===== src/rtl/gpio_lk_pkg.sv =====
// Package with the register codes, constants and shared types of the GPIO port.
`timescale 1ns / 1ps

package gpio_lk_pkg;

	localparam int NPINS = 16;
	localparam int KEY_POS = 16;
	localparam logic [31:0] CFG_RESET = 32'h4444_4444;

	localparam logic OP_READ = 1'b0;
	localparam logic OP_WRITE = 1'b1;

	localparam logic [2:0] IDX_CRL = 3'd0;
	localparam logic [2:0] IDX_CRH = 3'd1;
	localparam logic [2:0] IDX_IDR = 3'd2;
	localparam logic [2:0] IDX_ODR = 3'd3;
	localparam logic [2:0] IDX_BSRR = 3'd4;
	localparam logic [2:0] IDX_BRR = 3'd5;
	localparam logic [2:0] IDX_LCKR = 3'd6;

	// One accepted bus access, already split into read and write strobes.
	typedef struct packed {
		logic wr_en;
		logic rd_en;
		logic [2:0] idx;
		logic [31:0] data;
	} bus_op_t;

	// Lock state seen by the configuration registers.
	typedef struct packed {
		logic [NPINS-1:0] bits;
		logic key;
	} lock_stat_t;

endpackage


===== src/rtl/gpio_lk_ifs.sv =====
// Handshake interfaces for the access and result channels of the GPIO port.
`timescale 1ns / 1ps

interface gpio_lk_req_if;
	logic valid;
	logic ready;
	logic opcode;
	logic [2:0] reg_index;
	logic [31:0] write_data;
	logic [15:0] pin_levels;

	modport source (output valid, output opcode, output reg_index, output write_data,
		output pin_levels, input ready);
	modport sink (input valid, input opcode, input reg_index, input write_data,
		input pin_levels, output ready);
endinterface

interface gpio_lk_rsp_if;
	logic valid;
	logic ready;
	logic [31:0] read_data;
	logic [15:0] pin_out;
	logic [31:0] pin_modes_low;
	logic [31:0] pin_modes_high;
	logic lock_active;

	modport source (output valid, output read_data, output pin_out, output pin_modes_low,
		output pin_modes_high, output lock_active, input ready);
	modport sink (input valid, input read_data, input pin_out, input pin_modes_low,
		input pin_modes_high, input lock_active, output ready);
endinterface


===== src/rtl/gpio_lk_lock.sv =====
// Lock register with its write 1, write 0, write 1, read key sequence.
`timescale 1ns / 1ps

module gpio_lk_lock import gpio_lk_pkg::*; (
	input  logic clk,
	input  logic arst_n,
	input  bus_op_t op,
	output lock_stat_t stat
);

	typedef enum logic [1:0] {
		PH_IDLE,
		PH_FIRST,
		PH_SECOND,
		PH_THIRD
	} phase_t;

	phase_t phase_q;
	logic [NPINS-1:0] bits_q;
	logic key_q;

	logic lckr_wr;
	logic lckr_rd;
	logic key_in;
	logic match;

	always_comb begin
		lckr_wr = op.wr_en && (op.idx == IDX_LCKR) && !key_q;
		lckr_rd = op.rd_en && (op.idx == IDX_LCKR);
		key_in = op.data[KEY_POS];
		match = (op.data[NPINS-1:0] == bits_q);
	end

	always_ff @(posedge clk or negedge arst_n) begin
		if (!arst_n) begin
			phase_q <= PH_IDLE;
			bits_q <= '0;
			key_q <= 1'b0;
		end else if (lckr_wr) begin
			bits_q <= op.data[NPINS-1:0];
			if (phase_q == PH_FIRST && !key_in && match) begin
				phase_q <= PH_SECOND;
			end else if (phase_q == PH_SECOND && key_in && match) begin
				phase_q <= PH_THIRD;
			end else begin
				phase_q <= key_in ? PH_FIRST : PH_IDLE;
			end
		end else if (lckr_rd) begin
			if (phase_q == PH_THIRD) begin
				key_q <= 1'b1;
			end
			phase_q <= PH_IDLE;
		end
	end

	assign stat.bits = bits_q;
	assign stat.key = key_q;

`ifndef NO_ASSERTIONS
	a_key_sticky: assert property (@(posedge clk) disable iff (!arst_n)
		key_q |=> key_q) else $error("lock key dropped without reset");
	a_key_needs_seq: assert property (@(posedge clk) disable iff (!arst_n)
		$rose(key_q) |-> $past(lckr_rd && phase_q == PH_THIRD))
		else $error("lock key set outside the key sequence");
	a_bits_frozen: assert property (@(posedge clk) disable iff (!arst_n)
		key_q |=> $stable(bits_q)) else $error("lock bits changed while locked");
	a_idle_locked: assert property (@(posedge clk) disable iff (!arst_n)
		$past(key_q) && key_q |-> phase_q == PH_IDLE)
		else $error("key sequence moving while locked");
`endif

endmodule


===== src/rtl/gpio_lk_regs.sv =====
// Configuration and output data registers, with the lock mask on the configuration nibbles.
`timescale 1ns / 1ps

module gpio_lk_regs import gpio_lk_pkg::*; (
	input  logic clk,
	input  logic arst_n,
	input  bus_op_t op,
	input  lock_stat_t stat,
	output logic [31:0] crl_q,
	output logic [31:0] crh_q,
	output logic [NPINS-1:0] odr_q
);

	logic [31:0] mask_lo;
	logic [31:0] mask_hi;

	// A locked pin keeps all four bits of its nibble.
	always_comb begin
		for (int p = 0; p < 8; p++) begin
			mask_lo[4*p +: 4] = {4{stat.key & stat.bits[p]}};
			mask_hi[4*p +: 4] = {4{stat.key & stat.bits[p+8]}};
		end
	end

	always_ff @(posedge clk or negedge arst_n) begin
		if (!arst_n) begin
			crl_q <= CFG_RESET;
			crh_q <= CFG_RESET;
			odr_q <= '0;
		end else if (op.wr_en) begin
			case (op.idx)
				IDX_CRL: crl_q <= (crl_q & mask_lo) | (op.data & ~mask_lo);
				IDX_CRH: crh_q <= (crh_q & mask_hi) | (op.data & ~mask_hi);
				IDX_ODR: odr_q <= op.data[NPINS-1:0];
				IDX_BSRR: odr_q <= (odr_q & ~op.data[31:16]) | op.data[NPINS-1:0];
				IDX_BRR: odr_q <= odr_q & ~op.data[NPINS-1:0];
				default: ;
			endcase
		end
	end

`ifndef NO_ASSERTIONS
	a_locked_low: assert property (@(posedge clk) disable iff (!arst_n)
		stat.key && $past(stat.key) |-> (crl_q & mask_lo) == ($past(crl_q) & mask_lo))
		else $error("locked low nibble changed");
	a_locked_high: assert property (@(posedge clk) disable iff (!arst_n)
		stat.key && $past(stat.key) |-> (crh_q & mask_hi) == ($past(crh_q) & mask_hi))
		else $error("locked high nibble changed");
	a_odr_on_write: assert property (@(posedge clk) disable iff (!arst_n)
		!op.wr_en |=> $stable(odr_q)) else $error("output data changed without a write");
`endif

endmodule


===== src/rtl/gpio_lk_port.sv =====
// Top level of the 16-pin GPIO port with configuration lock.
`timescale 1ns / 1ps

// The port answers one bus access per clock cycle while req.ready is high. An
// access is accepted when req.valid and req.ready are both high; its registers
// are updated at that edge and its result item appears on the rsp channel in
// the next cycle. The single result register holds one item: req.ready stays
// high while the result register is empty or its item is being taken in the
// same cycle, and drops only while a result is held back by rsp.ready. The
// read data is captured in the result register; pin_out, pin_modes_low,
// pin_modes_high and lock_active are driven straight from the state registers,
// which cannot move while a result is waiting, so they always show the state
// after the item on rsp. Reads of BSRR, BRR and the unused index return zero,
// and every write returns zero read data. The lock register takes effect on
// the read that follows the third key write; from then on the nibbles of
// locked pins hold until reset.
module gpio_port_with_config_lock import gpio_lk_pkg::*; (
	input  logic clk,
	input  logic arst_n,
	gpio_lk_req_if.sink req,
	gpio_lk_rsp_if.source rsp
);

	bus_op_t op;
	lock_stat_t stat;
	logic accept;
	logic [31:0] crl_q;
	logic [31:0] crh_q;
	logic [NPINS-1:0] odr_q;
	logic [31:0] rd_word;
	logic rsp_valid_s1;
	logic [31:0] read_data_s1;

	assign req.ready = !rsp_valid_s1 || rsp.ready;
	assign accept = req.valid && req.ready;

	always_comb begin
		op.wr_en = accept && (req.opcode == OP_WRITE);
		op.rd_en = accept && (req.opcode == OP_READ);
		op.idx = req.reg_index;
		op.data = req.write_data;
	end

	gpio_lk_lock u_lock (
		.clk(clk),
		.arst_n(arst_n),
		.op(op),
		.stat(stat)
	);

	gpio_lk_regs u_regs (
		.clk(clk),
		.arst_n(arst_n),
		.op(op),
		.stat(stat),
		.crl_q(crl_q),
		.crh_q(crh_q),
		.odr_q(odr_q)
	);

	// Read data comes from the state before the access, as the bus expects.
	always_comb begin
		rd_word = '0;
		if (req.opcode == OP_READ) begin
			case (req.reg_index)
				IDX_CRL: rd_word = crl_q;
				IDX_CRH: rd_word = crh_q;
				IDX_IDR: rd_word = {16'b0, req.pin_levels};
				IDX_ODR: rd_word = {16'b0, odr_q};
				IDX_LCKR: rd_word = {15'b0, stat.key, stat.bits};
				default: rd_word = '0;
			endcase
		end
	end

	always_ff @(posedge clk or negedge arst_n) begin
		if (!arst_n) begin
			rsp_valid_s1 <= 1'b0;
		end else if (req.ready) begin
			rsp_valid_s1 <= req.valid;
		end
	end

	always_ff @(posedge clk) begin
		if (accept) begin
			read_data_s1 <= rd_word;
		end
	end

	assign rsp.valid = rsp_valid_s1;
	assign rsp.read_data = read_data_s1;
	assign rsp.pin_out = odr_q;
	assign rsp.pin_modes_low = crl_q;
	assign rsp.pin_modes_high = crh_q;
	assign rsp.lock_active = stat.key;

`ifndef NO_ASSERTIONS
	a_result_follows: assert property (@(posedge clk) disable iff (!arst_n)
		accept |=> rsp_valid_s1) else $error("accepted item produced no result");
	a_write_reads_zero: assert property (@(posedge clk) disable iff (!arst_n)
		op.wr_en |=> read_data_s1 == '0) else $error("write returned nonzero read data");
	a_held_state: assert property (@(posedge clk) disable iff (!arst_n)
		rsp_valid_s1 && !rsp.ready |=> $stable(odr_q) && $stable(crl_q) && $stable(crh_q))
		else $error("state moved under a waiting result");
`endif

endmodule

===== src/flat_wrapper.sv =====
// flat-port wrapper written by rule: the top's interface ports become plain ports
module gpio_port_with_config_lock_flat import gpio_lk_pkg::*;
  (clk, arst_n, req_valid, req_opcode, req_reg_index, req_write_data, req_pin_levels, req_ready, rsp_valid, rsp_read_data, rsp_pin_out, rsp_pin_modes_low, rsp_pin_modes_high, rsp_lock_active, rsp_ready);
  gpio_lk_req_if req_i ();
  gpio_lk_rsp_if rsp_i ();
  input  logic clk;
  input  logic arst_n;
  input wire logic [$bits(req_i.valid)-1:0] req_valid;
  input wire logic [$bits(req_i.opcode)-1:0] req_opcode;
  input wire logic [$bits(req_i.reg_index)-1:0] req_reg_index;
  input wire logic [$bits(req_i.write_data)-1:0] req_write_data;
  input wire logic [$bits(req_i.pin_levels)-1:0] req_pin_levels;
  output wire logic [$bits(req_i.ready)-1:0] req_ready;
  output wire logic [$bits(rsp_i.valid)-1:0] rsp_valid;
  output wire logic [$bits(rsp_i.read_data)-1:0] rsp_read_data;
  output wire logic [$bits(rsp_i.pin_out)-1:0] rsp_pin_out;
  output wire logic [$bits(rsp_i.pin_modes_low)-1:0] rsp_pin_modes_low;
  output wire logic [$bits(rsp_i.pin_modes_high)-1:0] rsp_pin_modes_high;
  output wire logic [$bits(rsp_i.lock_active)-1:0] rsp_lock_active;
  input wire logic [$bits(rsp_i.ready)-1:0] rsp_ready;
  assign req_i.valid = req_valid;
  assign req_i.opcode = req_opcode;
  assign req_i.reg_index = req_reg_index;
  assign req_i.write_data = req_write_data;
  assign req_i.pin_levels = req_pin_levels;
  assign req_ready = req_i.ready;
  assign rsp_valid = rsp_i.valid;
  assign rsp_read_data = rsp_i.read_data;
  assign rsp_pin_out = rsp_i.pin_out;
  assign rsp_pin_modes_low = rsp_i.pin_modes_low;
  assign rsp_pin_modes_high = rsp_i.pin_modes_high;
  assign rsp_lock_active = rsp_i.lock_active;
  assign rsp_i.ready = rsp_ready;
  gpio_port_with_config_lock u_core (.clk(clk), .arst_n(arst_n), .req(req_i), .rsp(rsp_i));
endmodule

===== config.mk =====
export PLATFORM = sky130hd
export DESIGN_NAME = gpio_port_with_config_lock_flat
export DESIGN_NICKNAME = d
export VERILOG_FILES = /design/src/rtl/gpio_lk_pkg.sv /design/src/rtl/gpio_lk_ifs.sv /design/src/rtl/gpio_lk_lock.sv /design/src/rtl/gpio_lk_regs.sv /design/src/rtl/gpio_lk_port.sv /design/src/flat_wrapper.sv
export SDC_FILE = /design/constraint.sdc
export NUM_CORES = 1
export LEC_CHECK = 0
export BUFFER_PORTS_ARGS = -buffer_cell sky130_fd_sc_hd__buf_2
export CORE_AREA = 5 5 118 120
export CTS_BUF_LIST = sky130_fd_sc_hd__clkbuf_4
export CTS_CLUSTER_DIAMETER = 200
export CTS_CLUSTER_SIZE = 30
export DETAILED_ROUTE_END_ITERATION = 8
export DIE_AREA = 0 0 123 125
export GPL_ROUTABILITY_DRIVEN = 0
export GPL_TIMING_DRIVEN = 1
export PLACE_DENSITY = 0.83
export RECOVER_POWER = 100
export SLEW_MARGIN = 20
export SYNTH_ARGS = -nofsm -noshare
export SYNTH_HDL_FRONTEND = slang
export SYNTH_SLANG_ARGS = --single-unit

===== constraint.sdc =====
create_clock -name clk -period 2.07 [get_ports clk]
set_input_delay 0.1035 -clock clk [delete_from_list [all_inputs] [get_ports clk]]
set_output_delay 0.1035 -clock clk [all_outputs]
set_load 0.02 [all_outputs]

== Yosys cells after proc, flatten, opt, wreduce, memory -nomap -nowiden ==
Cells that the tools add are included.
Word-level totals
  flip-flop bits (word level): 132
  logic and storage cells: 77
Cells by class
  eq/ne operators: 10
  muxes and demuxes: 7
  bitwise gates (word level): 31
  reductions and logical operators: 21
Operators with widths (count)
  32-bit one-hot mux with 5 select lines: 1
  32-bit AND: 4
  32-bit inverter: 2
  32-bit bitwise OR: 2
  16-bit one-hot mux with 3 select lines: 1
  16-bit AND: 2
  16-bit inverter: 2
  1-bit AND: 16
  16-bit equality test: 1
  16-bit bitwise OR: 1
  1-bit logical AND: 10
  3-bit equality test, second input constant: 3
  2-bit 2-to-1 mux: 4
  3-bit by 2-bit equality test with 1-bit output, second input constant: 2
  2-bit AND reduction: 3
  2-bit equality test, second input constant: 2
  3-bit by 1-bit equality test with 1-bit output, second input constant: 1
  1-bit zero test: 3
  3-bit zero test: 1
  3-bit AND reduction: 1
  3-bit nonzero test: 1
  2-bit by 1-bit equality test with 1-bit output, second input constant: 1
  1-bit inverter: 2
  2-bit nonzero test: 1
  other kinds (2): 2

== Longest topological paths before layout ==
  depth in word-level cells: 8
  mapped depth: 7
  gate-level depth less buffers: 5

== By module ==
Synthesis repeated with hierarchy kept, for this count alone.
Unflattened totals
  cell total of the unflattened synthesis: 459
  area total of the unflattened synthesis: 6343.6 µm²
By module, submodules not included
  gpio_lk_regs: times used 1, cells each 225, area each 3283.1 µm²
  gpio_port_with_config_lock: times used 1, cells each 161, area each 2097.0 µm²
  gpio_lk_lock: times used 1, cells each 73, area each 963.4 µm²

== Worst setup path before layout ==
OpenSTA, ideal clock, no wires.
  path type: reg2reg
  start: register u_core.rsp_valid_s1 (netlist: u_core.rsp.valid)
  end: register u_core.read_data_s1[0] (netlist: u_core.rsp.read_data[0]), enable pin
  setup time: 0.393 ns
  arrival: 1.815 ns
  slack: -0.138 ns
  cell stages (with the launch flop): 4
  path buffers: 0
  clock period less this slack: 2.208 ns
  path through: dfrtp_1 and2b_1 inv_1 and2_1
On the way
  cells in the longest elaborated chain, start to end: 3
RTL lines
  start, declared: RTL line gpio_lk_port.sv:31  | logic rsp_valid_s1;
  start signal, assigned: RTL line gpio_lk_port.sv:80  | rsp_valid_s1 <= req.valid;
  1-bit zero test: RTL line gpio_lk_port.sv:34  | assign req.ready = !rsp_valid_s1 || rsp.ready;
  1-bit logical OR: RTL line gpio_lk_port.sv:34
  net req_ready: RTL line flat_wrapper.sv:13  | output wire logic [$bits(req_i.ready)-1:0] req_ready;
  1-bit logical AND: RTL line gpio_lk_port.sv:35  | assign accept = req.valid && req.ready;
  end signal, assigned: RTL line gpio_lk_port.sv:86  | read_data_s1 <= rd_word;
  end, declared: RTL line gpio_lk_port.sv:32  | logic [31:0] read_data_s1;
The timed path passes the listed nets, and every way through them passes these cells.
A chain may end at the register's enable or synchronous reset.

==> run_summary.xml <==
<?xml version="1.0" encoding="UTF-8"?>
<metrics>
  <group name="yosys">
    <metric name="ys_top_cells_by_area" unit="">dfrtp_1 35%, edfxtp_1 16%, mux2_2 15%</metric>
    <metric name="netlist_area" unit="mm^2">0.00605</metric>
    <metric name="yosysSeqAreaShare" unit="%">57.6</metric>
    <metric name="library_cell_with_the_highest_instance_count_after_synthesis" unit="">dfrtp_1</metric>
    <metric name="synth_cell_types" unit="">37</metric>
    <metric name="synth.cells.most_frequent" unit="">84 x dfrtp_1, 80 x mux2_2, 37 x nand2_1</metric>
    <metric name="ys_seq_elements" unit="">132</metric>
    <metric name="synthesized_instance_count" unit="">466</metric>
    <metric name="net_count_synth" unit="">522</metric>
    <metric name="post-synth-top-area-cell" unit="">dfrtp_1</metric>
    <metric name="synthArstFlopShare" unit="%">75.8</metric>
    <metric name="synth.yosys.warnings" unit="">0</metric>
    <metric name="syn_avg_cell_area" unit="um^2">13.0</metric>
    <metric name="yosys.area.top_type_share" unit="%">34.7</metric>
    <metric name="synth_ff_type" unit="">dfrtp_1</metric>
    <metric name="number_of_flops_mapped_to_enable_cells_by_yosys" unit="">32</metric>
  </group>
  <group name="power_and_ir_drop">
    <metric name="pwr-share-seq" unit="%">46.6</metric>
    <metric name="switchingPower" unit="mW">2.59</metric>
    <metric name="net_switching_share_of_the_total_power" unit="%">32.9</metric>
    <metric name="power.density_cell_area" unit="mW/mm^2">1000</metric>
    <metric name="internal_power" unit="mW">5.27</metric>
    <metric name="vdd.ir_drop.worst" unit="uV">451</metric>
    <metric name="power.share.combinational" unit="%">24.4</metric>
    <metric name="power_frac_clock" unit="%">29.0</metric>
    <metric name="p_leak" unit="nW">3.30</metric>
  </group>
  <group name="setup_path">
    <metric name="critical_path.endpoint_type" unit="">flip-flop</metric>
    <metric name="reg2reg_slack" unit="ns">0.18</metric>
    <metric name="critical_setup_path_kind" unit="">flip-flop to flip-flop</metric>
    <metric name="timing.critical_path.fanout_max" unit="">5</metric>
    <metric name="worst_path_arrival_time" unit="ns">2.31</metric>
    <metric name="required" unit="ns">2.49</metric>
    <metric name="critPathLaunchType" unit="">flip-flop</metric>
  </group>
  <group name="hold_path">
    <metric name="timing.hold.worst.class" unit="">primary input to flip-flop</metric>
  </group>
  <group name="die">
    <metric name="count_of_boundary_i_o_pins" unit="">171</metric>
    <metric name="die_width" unit="um">123</metric>
    <metric name="initial_utilization" unit="%">47.0</metric>
    <metric name="core.rowCount" unit="">42</metric>
    <metric name="die_h" unit="um">125</metric>
    <metric name="core-area" unit="mm^2">0.0129</metric>
    <metric name="dieArea" unit="mm^2">0.0154</metric>
  </group>
  <group name="grt">
    <metric name="first_global_vias" unit="">5288</metric>
    <metric name="groute.usage.overall" unit="%">24.4</metric>
    <metric name="initial_antenna_violation_count" unit="">0</metric>
    <metric name="first_pass_grt_wire_length" unit="um">28800</metric>
    <metric name="grt_overflow_total" unit="">0</metric>
    <metric name="pin_count_of_the_biggest_net_entering_global_routing" unit="">45</metric>
  </group>
  <group name="sta">
    <metric name="final_period_minus_worst_setup_slack" unit="ns">1.89</metric>
    <metric name="timing.hold.ws" unit="ns">0.0807</metric>
    <metric name="highest_clock_rate" unit="MHz">530</metric>
    <metric name="finalSetupViolCount" unit="">0</metric>
    <metric name="drv_slew" unit="">0</metric>
    <metric name="fin_crit_sh" unit="%">91.2</metric>
    <metric name="slew-limit-headroom" unit="%">29.5</metric>
    <metric name="fin_ws" unit="ns">0.182</metric>
    <metric name="worst_pin_slew" unit="ns">1.06</metric>
    <metric name="fin_setup_tns" unit="ns">0</metric>
    <metric name="rsz0062_at_grt" unit="">no</metric>
    <metric name="report.final.hold_viol_count" unit="">0</metric>
    <metric name="fin_worst_skew" unit="ns">0.0164</metric>
  </group>
  <group name="route">
    <metric name="vias" unit="">4923</metric>
    <metric name="viasPerCell" unit="">5.55</metric>
    <metric name="drtIter0Drc" unit="">421</metric>
    <metric name="detail_route.drc_violations" unit="">0</metric>
    <metric name="detail-route-antenna-nets" unit="">0</metric>
    <metric name="first_pass_iters" unit="">5</metric>
    <metric name="routed_wirelength" unit="um">18200</metric>
    <metric name="routed_wire_length_per_instance" unit="um">20.5</metric>
  </group>
  <group name="cells_and_area">
    <metric name="area_growth" unit="%">29.8</metric>
    <metric name="n_fill_cell" unit="">1090</metric>
    <metric name="antenna-diode-count" unit="">0</metric>
    <metric name="layout.nets" unit="">754</metric>
    <metric name="post_route_cells_drive_above_1_share" unit="%">28.6</metric>
  </group>
  <group name="placement">
    <metric name="dpl.hpwl" unit="um">13200</metric>
    <metric name="buffers_added_on_ports" unit="">170</metric>
    <metric name="dp_worst_slack" unit="ns">0.159</metric>
  </group>
  <group name="clock_tree">
    <metric name="clock_insertion_delay_worst_skew" unit="ns">0.54</metric>
    <metric name="cts.sinks" unit="">132</metric>
    <metric name="htreeDepth" unit="">4</metric>
    <metric name="worst_setup_hold_path_clk_slew" unit="ns">0.11</metric>
    <metric name="clock_tree_from_tritoncts" unit="">built</metric>
    <metric name="ctsRootBufferMaster" unit="">clkbuf_4</metric>
    <metric name="clock_path_buffers" unit="">2</metric>
    <metric name="cts-buffers-inserted" unit="">17</metric>
  </group>
  <group name="status">
    <metric name="status" unit="">complete, no violations</metric>
  </group>
  <group name="run">
    <metric name="timing.max_cap.violations" unit="">0</metric>
  </group>
</metrics>
-- area by class of cell --
type	instances	area, um^2	share of cell area [%]
tap	176	220	2.80
inverter	2	7.51	0.0956
sequential	132	3480	44.4
clock buffer	17	128	1.62
timing repair buffer	237	1310	16.7
multi-input combinational	308	2440	31.1
clock inverter	15	258	3.28
-- routing by layer --
layer  vias up  GRT usage [%]  routed length, um
met3        42           5.78               1380
met5         -              0                  0
li1       2201              -                  -
met4         0           10.3                529
met2       222           39.5               8930
met1      2458           31.2               7380
-- stage by stage --
step	total power, mW	utilization (%)	cell area [um^2]	instances
global route	8.21	61.0	7850	887
detailed placement	5.66	55.7	7170	806
CTS	8.01	62.5	8050	887
floorplan	4.80	-	6050	466
global placement	5.57	55.7	7170	806
finish	7.86	61.0	7850	887
-- final timing paths --
check / startpoint / endpoint / depth (start not counted)
worst max-delay path: u_core.rsp.valid / flip-flop / 5
worst min-delay path: req_reg_index[2] / u_core.rsp.read_data[15] / 4
worst max register to register: u_core.rsp.valid / flip-flop / 5
worst min register to register: flip-flop / flip-flop / 1
max in group asynchronous: arst_n / async pin / 3
min in group asynchronous: arst_n / async pin / 2
-- cell families (layout without fill, tap and decap cells) --
kind of cell | after synthesis | in the layout | synth area share, %
buffers and inverters | 26 | 271 | 1.82
multiplexers | 112 | 112 | 20.4
AND/OR/NAND/NOR | 95 | 95 | 7.94
flip-flops | 132 | 132 | 57.6
AO/OA/AOI/OAI | 85 | 85 | 9.95
XOR/XNOR | 16 | 16 | 2.32
-- worst max-delay path: stages (launching register included) --
cell and delay (ns):
dfrtp_1 0.39, and2b_1 0.24, nor4_4 0.29, clkbuf_1 0.30, nand2_1 0.22, mux2_2 0.32
-- power by group through the flow --
| stage | sequential, mW | combinational [mW] | clock [mW] |
|---|---|---|---|
| finish | 3.66 | 1.92 | 2.28 |
| global placement | 3.65 | 1.92 | 0 |
| CTS | 3.64 | 2.05 | 2.32 |
| detailed placement | 3.69 | 1.97 | 0 |
| global route | 3.72 | 2.07 | 2.43 |
| floorplan | 4.09 | 0.706 | 0 |
-- cell usage in the layout (no fill, tap or decap), types with 11 or more instances in the layout --
master         count
edfxtp_1          32
dfrtp_1           84
buf_2             54
a22oi_1           16
dlygate4sd3_1     49
xor2_1            16
mux2_2            80
o221ai_1          16
nor2_1            34
clkbuf_1         118
a21oi_1           31
nand2_1           37
mux2i_1           31
a22o_1            17
buf_4             11
clkbuf_4          18
dfstp_2           16
-- what timing repair did --
action,4_1_cts,5_1_grt
setup buffers,0,0
hold buffers,49,0
gates resized for setup,0,1
hold endpoints to repair,204,0
setup endpoints to repair,0,5
No activity file was read; power rests on OpenSTA's default activity.
